==> src/rtl/aclru_pkg.sv <==
// Shared constants and types for the associative LFU/LRU cache.
package aclru_pkg;

  localparam int CAPACITY = 16;
  localparam int SLOT_W   = $clog2(CAPACITY);
  localparam int CNT_W    = $clog2(CAPACITY + 1);
  localparam int KEY_W    = 31;
  localparam int VAL_W    = 16;
  localparam int USE_W    = 16;
  localparam int STAMP_W  = 32;
  localparam int TOTAL_W  = 32;
  localparam int CFG_W    = 5;

  // Item actions
  localparam logic ACT_LOOKUP = 1'b0;
  localparam logic ACT_INSERT = 1'b1;

  // Replacement policies
  localparam logic POL_LFU = 1'b0;
  localparam logic POL_LRU = 1'b1;

  // Configuration register indexes
  localparam logic REG_ENTRIES = 1'b0;
  localparam logic REG_POLICY  = 1'b1;

  typedef struct packed {
    logic [KEY_W-1:0]   key;
    logic [VAL_W-1:0]   value;
    logic [USE_W-1:0]   count;
    logic [STAMP_W-1:0] stamp;
  } entry_t;

endpackage

==> src/rtl/assoc_cache_lfu_lru.sv <==
// Fully associative key/value cache with LFU or LRU replacement.
//
// Each item is scanned over the n active slots of the entry memory, which has one
// read port and returns one entry per cycle; the read data is registered, and after
// the last entry is compared the updated entry is written back. The write-back
// waits while a previous result is stalled in the output register. A new item is
// accepted in the cycle after the previous result enters the output register, even
// while that result is still stalled. Valid bits live in flip-flops and are
// cleared at reset, so no clearing pass is needed.
module assoc_cache_lfu_lru import aclru_pkg::*; (
  input  logic               clk_i,
  input  logic               rst_ni,
  input  logic               cfg_we_i,
  input  logic               cfg_idx_i,
  input  logic [CFG_W-1:0]   cfg_data_i,
  input  logic               in_valid_i,
  output logic               in_stall_o,
  input  logic               action_i,
  input  logic [KEY_W-1:0]   key_i,
  input  logic [VAL_W-1:0]   value_in_i,
  output logic               out_valid_o,
  input  logic               out_stall_i,
  output logic               hit_o,
  output logic [VAL_W-1:0]   value_out_o,
  output logic [SLOT_W-1:0]  slot_o,
  output logic               replaced_o,
  output logic [TOTAL_W-1:0] hit_total_o,
  output logic [TOTAL_W-1:0] miss_total_o
);

  localparam logic [1:0] ST_IDLE = 2'd0;
  localparam logic [1:0] ST_SCAN = 2'd1;
  localparam logic [1:0] ST_WB   = 2'd2;

  localparam logic [CNT_W-1:0] CAP_N = CNT_W'(CAPACITY);

  // Entry memory
  entry_t mem [CAPACITY];
  entry_t rd_data_q;
  logic [SLOT_W-1:0] rd_addr;
  logic              mem_we;
  logic [SLOT_W-1:0] wr_addr;
  entry_t            wr_data;

  logic [CAPACITY-1:0] valid_q, valid_d;

  logic [1:0] state_q, state_d;
  logic [CFG_W-1:0] entries_q;
  logic             policy_q;

  logic               action_q;
  logic [KEY_W-1:0]   key_q;
  logic [VAL_W-1:0]   val_q;
  logic [STAMP_W-1:0] tick_q;
  logic [TOTAL_W-1:0] hits_q, hits_d;
  logic [TOTAL_W-1:0] misses_q, misses_d;

  logic [CNT_W-1:0]  issue_idx_q;
  logic              rd_pend_q;
  logic [SLOT_W-1:0] rd_idx_q;

  logic               found_q;
  logic [SLOT_W-1:0]  match_idx_q;
  entry_t             match_q;
  logic [SLOT_W-1:0]  best_idx_q;
  logic [STAMP_W-1:0] best_metric_q;

  logic               out_vld_q;
  logic               hit_q;
  logic [VAL_W-1:0]   vout_q;
  logic [SLOT_W-1:0]  slot_q;
  logic               repl_q;

  logic [CNT_W-1:0]   n_active;
  logic               issue_more;
  logic               accept;
  logic               wb_go;
  logic               empty_found;
  logic [SLOT_W-1:0]  empty_idx;
  logic [STAMP_W-1:0] metric;
  logic [SLOT_W-1:0]  ins_idx;

  // Clamp the active slot count to 1..CAPACITY
  always_comb begin
    if (entries_q == '0) begin
      n_active = CNT_W'(1);
    end else if (CNT_W'(entries_q) > CAP_N) begin
      n_active = CAP_N;
    end else begin
      n_active = CNT_W'(entries_q);
    end
  end

  assign accept     = in_valid_i && !in_stall_o;
  assign in_stall_o = (state_q != ST_IDLE);
  assign issue_more = (issue_idx_q < n_active);
  assign rd_addr    = issue_idx_q[SLOT_W-1:0];
  assign wb_go      = (state_q == ST_WB) && (!out_vld_q || !out_stall_i);

  // First empty active slot
  always_comb begin
    empty_found = 1'b0;
    empty_idx   = '0;
    for (int i = CAPACITY - 1; i >= 0; i--) begin
      if (!valid_q[i] && (CNT_W'(i) < n_active)) begin
        empty_found = 1'b1;
        empty_idx   = SLOT_W'(i);
      end
    end
  end

  assign metric  = (policy_q == POL_LFU) ? STAMP_W'(rd_data_q.count) : rd_data_q.stamp;
  assign ins_idx = empty_found ? empty_idx : best_idx_q;

  // Write-back data, valid bits and hit/miss totals
  always_comb begin
    mem_we  = 1'b0;
    wr_addr = match_idx_q;
    wr_data = match_q;
    valid_d = valid_q;
    hits_d  = hits_q;
    misses_d = misses_q;
    if (action_q == ACT_LOOKUP) begin
      if (found_q) begin
        mem_we = wb_go;
        if (policy_q == POL_LFU) begin
          if (match_q.count != '1) begin
            wr_data.count = match_q.count + USE_W'(1);
          end
        end else begin
          wr_data.stamp = tick_q;
        end
        if (hits_q != '1) begin
          hits_d = hits_q + TOTAL_W'(1);
        end
      end else if (misses_q != '1) begin
        misses_d = misses_q + TOTAL_W'(1);
      end
    end else begin
      mem_we        = wb_go;
      wr_addr       = ins_idx;
      wr_data.key   = key_q;
      wr_data.value = val_q;
      wr_data.count = USE_W'(1);
      wr_data.stamp = tick_q;
      valid_d[ins_idx] = 1'b1;
    end
  end

  always_ff @(posedge clk_i) begin
    if (mem_we) begin
      mem[wr_addr] <= wr_data;
    end
    rd_data_q <= mem[rd_addr];
  end

  always_comb begin
    state_d = state_q;
    case (state_q)
      ST_IDLE: begin
        if (accept) begin
          state_d = ST_SCAN;
        end
      end
      ST_SCAN: begin
        if (!issue_more && rd_pend_q) begin
          state_d = ST_WB;
        end
      end
      ST_WB: begin
        if (wb_go) begin
          state_d = ST_IDLE;
        end
      end
      default: state_d = ST_IDLE;
    endcase
  end

  // Control state
  always_ff @(posedge clk_i or negedge rst_ni) begin
    if (!rst_ni) begin
      state_q     <= ST_IDLE;
      entries_q   <= CFG_W'(CAPACITY);
      policy_q    <= POL_LFU;
      valid_q     <= '0;
      tick_q      <= '0;
      hits_q      <= '0;
      misses_q    <= '0;
      issue_idx_q <= '0;
      rd_pend_q   <= 1'b0;
      out_vld_q   <= 1'b0;
    end else begin
      state_q <= state_d;
      if (cfg_we_i) begin
        if (cfg_idx_i == REG_ENTRIES) begin
          entries_q <= cfg_data_i;
        end else begin
          policy_q <= cfg_data_i[0];
        end
      end
      if (accept) begin
        issue_idx_q <= '0;
        rd_pend_q   <= 1'b0;
      end else if (state_q == ST_SCAN) begin
        rd_pend_q <= issue_more;
        if (issue_more) begin
          issue_idx_q <= issue_idx_q + CNT_W'(1);
        end
      end
      if (wb_go) begin
        valid_q   <= valid_d;
        hits_q    <= hits_d;
        misses_q  <= misses_d;
        tick_q    <= tick_q + STAMP_W'(1);
        out_vld_q <= 1'b1;
      end else if (!out_stall_i) begin
        out_vld_q <= 1'b0;
      end
    end
  end

  // Item payload, scan results and result registers
  always_ff @(posedge clk_i) begin
    if (accept) begin
      action_q <= action_i;
      key_q    <= key_i;
      val_q    <= value_in_i;
      found_q  <= 1'b0;
    end
    if (state_q == ST_SCAN) begin
      rd_idx_q <= rd_addr;
    end
    if (state_q == ST_SCAN && rd_pend_q) begin
      if (!found_q && valid_q[rd_idx_q] && (rd_data_q.key == key_q)) begin
        found_q     <= 1'b1;
        match_idx_q <= rd_idx_q;
        match_q     <= rd_data_q;
      end
      // Lowest index wins on a tie
      if (rd_idx_q == '0 || metric < best_metric_q) begin
        best_idx_q    <= rd_idx_q;
        best_metric_q <= metric;
      end
    end
    if (wb_go) begin
      hit_q  <= (action_q == ACT_LOOKUP) && found_q;
      vout_q <= ((action_q == ACT_LOOKUP) && found_q) ? match_q.value : '0;
      repl_q <= (action_q == ACT_INSERT) && !empty_found;
      if (action_q == ACT_INSERT) begin
        slot_q <= ins_idx;
      end else if (found_q) begin
        slot_q <= match_idx_q;
      end else begin
        slot_q <= '0;
      end
    end
  end

  assign out_valid_o  = out_vld_q;
  assign hit_o        = hit_q;
  assign value_out_o  = vout_q;
  assign slot_o       = slot_q;
  assign replaced_o   = repl_q;
  assign hit_total_o  = hits_q;
  assign miss_total_o = misses_q;

  // The entry memory is only written while no scan is running
  a_we_in_wb: assert property (@(posedge clk_i) disable iff (!rst_ni)
    mem_we |-> (state_q == ST_WB))
    else $error("entry memory written outside write-back");

  a_scan_bound: assert property (@(posedge clk_i) disable iff (!rst_ni)
    (state_q == ST_SCAN) |-> (issue_idx_q <= n_active))
    else $error("scan ran past the active slots");

  a_accept_scan: assert property (@(posedge clk_i) disable iff (!rst_ni)
    accept |=> (state_q == ST_SCAN))
    else $error("accepted item did not start a scan");

  a_hit_not_repl: assert property (@(posedge clk_i) disable iff (!rst_ni)
    out_vld_q |-> !(hit_q && repl_q))
    else $error("result both hit and replaced");

  a_insert_valid: assert property (@(posedge clk_i) disable iff (!rst_ni)
    (wb_go && action_q == ACT_INSERT) |=> valid_q[$past(ins_idx)])
    else $error("inserted slot not marked valid");

endmodule
==> config.mk <==
export PLATFORM = sky130hd
export DESIGN_NAME = assoc_cache_lfu_lru
export DESIGN_NICKNAME = d
export VERILOG_FILES = /design/src/rtl/aclru_pkg.sv /design/src/rtl/assoc_cache_lfu_lru.sv
export SDC_FILE = /design/constraint.sdc
export NUM_CORES = 2
export LEC_CHECK = 0
export ABC_AREA = 0
export BUFFER_PORTS_ARGS = -buffer_cell sky130_fd_sc_hd__buf_4
export CORE_MARGIN = 4
export CORE_UTILIZATION = 60
export DETAILED_ROUTE_END_ITERATION = 10
export PLACE_DENSITY = 0.77
export RECOVER_POWER = 25
export SLEW_MARGIN = 30
export SYNTH_ARGS = -nofsm -noshare
export SYNTH_HDL_FRONTEND = slang
export SYNTH_SLANG_ARGS = --single-unit
==> constraint.sdc <==
create_clock -name clk_i -period 19.25 [get_ports clk_i]
set_clock_uncertainty 0.1 [all_clocks]
set_input_delay 3.85 -clock clk_i [delete_from_list [all_inputs] [get_ports clk_i]]
set_output_delay 3.85 -clock clk_i [all_outputs]
set_load 0.1 [all_outputs]
==> results_dict.tcl <==
set metrics [dict create \
    status "complete, but fails checks" \
    violations "capacitance limit, slew limit" \
    finalCriticalPeriod_ns 7.34 \
    power_frac_seq_pct 46.1 \
    cts_max_path_buffers 3 \
    grt_max_degree 146 \
    areaGrowthSynthToFinish_pct 12.7 \
    postSynthAreaPerCell_sq_um 21.9 \
    crit_buf_inv 5 \
    final_cell_mix "edfxtp_1, mux4_2, buf_4" \
    synth_area_leaders "edfxtp_1, mux4_2, dfrtp_1" \
    tightest_slew_ns 3.53 \
    p_per_area_nw_per_um2 134 \
    viasPerCell 6.53 \
    wl_per_cell_um 30.8 \
    antenna_found_initial 4 \
    drc_errors 0 \
    tns_ns 0 \
    wl_met2_um 83300 \
    pwr-share-comb_pct 21.6 \
    setup_viol 0 \
    crit_required_ns 19.64 \
    initial_core_util_pct 60.4 \
    hp-class "reg2reg" \
    die_y_um 360 \
    slew_viol_final 243 \
    r2r-end "mem[15][75]" \
    clock_latency_ns 0.82 \
    gr-total-overflow 0 \
    clock.fmax_mhz 136 \
    core_sq_um 123000 \
    p_int_mw 8.21 \
    path_cells "clkbuf_1 -> clkbuf_1 -> a21oi_1 -> nor4b_4 -> buf_4 -> buf_4 -> buf_12" \
    antenna_left 0 \
    p_clk_share_pct 32.3 \
    cts.sinks 1952 \
    p_switching_mw 3.06 \
    synth_seq_area_share_pct 76.5 \
    grtUsageTotal_pct 26.3 \
    synth_warnings 0 \
    layout_commonest_cell "edfxtp_1" \
    endpoint_kind "flip-flop" \
    h-tree-depth 4 \
    fillers 7300 \
    syn_nets 3507 \
    cts_setup_buffers 0 \
    hpwl_um 87500 \
    synth_ff_type "edfxtp_1" \
    grt_pass1_wl_um 252000 \
    numPortBuffers 146 \
    synth_top_cell_by_area "edfxtp_1" \
    rr_worst_depth 7 \
    hold_viol_final 0 \
    first_global_vias 36800 \
    cts_hold_buf 0 \
    synth_top_area_share_pct 69.7 \
    row_count 129 \
    wirelength_met1_um 65100 \
    cts_resized 0 \
    power_mw 11.3 \
    syn_area_sq_um 74500 \
    cts_tree "done" \
    place.gp.congestion 0.839 \
    dr.pass1.iters 5 \
    rrSetupSlack_ns 11.91 \
    nets 3764 \
    peakVddDrop_mv 0.121 \
    critical_path_arrival_ns 7.73 \
    r2r_start "action_q" \
    cp_top_family "buffers and inverters" \
    top_layer_used "met4" \
    critPathMaxStageDelay_ns 2.56 \
    drive_gt1_share_pct 27.2 \
    fin_crit_sh_pct 38.1 \
    ys_async_sr_fraction_pct 6.51 \
    via_count 35700 \
    rsz0062_at_grt "false" \
    whs_ns 0.301 \
    die_w_um 360 \
    drv_cap 7 \
    crit_type "reg2reg" \
    drt_wl_total_um 169000 \
    dieArea_sq_um 130000 \
    synth_edf_count 1729 \
    netlist_instances 3408 \
    startpoint "action_q" \
    ys_ff_latch 1952 \
    drt_iter0_drc 5136 \
    dr_wl_met3_um 16700 \
    io_pins 147 \
    cp.depth 7 \
    cp-start-kind "flip-flop" \
    slew_headroom_pct -135 \
    cts.clk_slew.worst_paths_ns 0.06 \
    leakage_nw 27.6 \
    numCtsBuffers 184 \
    cts-root-buf "clkbuf_16" \
    crit_end "mem[15][75]" \
    ys_types 83 \
    cp_slowest_cell "clkbuf_1" \
    p_sw_share_pct 27.1 \
    path_max_fanout 41 \
]
==> stage by stage <==
stage	instance area, sq um	util, %	setup WS (ns)	cells
6_report	84000	68.1	11.91	5468
5_1_grt	84000	68.1	11.80	5465
4_1_cts	84000	68.0	12.37	5463
3_3_place_gp	77800	63.0	11.55	5110
3_5_place_dp	77900	63.1	11.52	5114
2_1_floorplan	74500	-	3.72	3408
==> sequential cells by signal, summed over array words and instances, names as in the netlist, 5 cells and up <==
| register | count |
|---|---|
| mem | 1520 |
| match_q | 95 |
| rd_data_q | 95 |
| best_metric_q | 32 |
| hit_total_o | 32 |
| miss_total_o | 32 |
| tick_q | 32 |
| key_q | 31 |
| val_q | 16 |
| valid_q | 16 |
| value_out_o | 16 |
| entries_q | 5 |
| issue_idx_q | 5 |
==> power by group through the flow <==
stage	Sequential [mW]	Clock (mW)	Combinational, mW
after global routing	5.21	3.87	2.60
final	5.19	3.64	2.43
after global placement	5.29	0	2.34
after detailed placement	5.29	0	2.37
after floorplan	5.17	0	1.81
after CTS	5.21	3.68	2.43
==> Yosys cell counts, drive strengths merged, types with 3 or more instances <==
| cell type | count |
|---|---|
| nand4 | 45 |
| nand3 | 49 |
| nor3 | 20 |
| a211oi | 8 |
| nand2 | 71 |
| a21o | 5 |
| buf | 35 |
| dfrtp | 126 |
| mux4 | 480 |
| dfxtp | 96 |
| and3 | 20 |
| edfxtp | 1729 |
| mux2 | 101 |
| o21ai | 21 |
| nor2 | 57 |
| nor3b | 4 |
| and2 | 43 |
| o21a | 5 |
| nor4b | 4 |
| or3 | 9 |
| o31ai | 5 |
| ha | 40 |
| and4 | 10 |
| clkbuf | 108 |
| xnor2 | 91 |
| nor4 | 10 |
| xor2 | 46 |
| a2111oi | 6 |
| or2 | 3 |
| nor2b | 11 |
| a21oi | 27 |
| mux2i | 7 |
| nand2b | 9 |
| nand3b | 4 |
| inv | 46 |
| o21bai | 15 |
| o211ai | 7 |
==> worst min-delay path by stage <==
stage / depth (start not counted) / to / startpoint / slack, ns
2_1_floorplan: 0 / match_q[48] / rd_data_q[48] / 0.29
3_3_place_gp: 0 / match_q[52] / rd_data_q[52] / 0.29
3_5_place_dp: 0 / match_q[61] / rd_data_q[61] / 0.29
4_1_cts: 0 / match_q[63] / rd_data_q[63] / 0.31
5_1_grt: 0 / match_q[63] / rd_data_q[63] / 0.31
6_report: 0 / match_q[52] / rd_data_q[52] / 0.30
==> routing by layer <==
| layer | GRT usage (%) | up-vias |
|---|---|---|
| met5 | 0 | - |
| met4 | 6.48 | 0 |
| met3 | 5.09 | 263 |
| met2 | 42.1 | 2047 |
| met1 | 38.4 | 18800 |
| li1 | - | 14600 |
==> worst reg2reg max path, delay by kind of cell (launching register included) <==
kind | cells | cell delay (ns)
AOI/OAI and AO/OA | 1 | 0.82
buffers and inverters | 5 | 5.26
DFF | 1 | 0.32
and+or+nand+nor | 1 | 0.46
==> layout make-up <==
cell class	count	area [sq um]	share of cell area, %
timing repair buffer	214	1720	2.04
sequential	1952	57000	67.8
clock inverter	99	1070	1.28
antenna	3	7.51	0.00893
clock buffer	250	5020	5.98
tap	1637	2050	2.44
multi-input combinational	1266	17000	20.2
inverter	47	176	0.210
==> kinds of logic after synthesis <==
group / count (synthesis) / share of synthesized area [%]
xor gates and xnor gates: 137 / 1.61
and+or+nand+nor: 379 / 2.87
adders and majority gates: 40 / 0.671
AOI/OAI and AO/OA: 122 / 1.26
DFF: 1952 / 76.5
buffers and inverters: 190 / 0.975
muxes: 588 / 16.1
(Power assumes the default switching activity.)
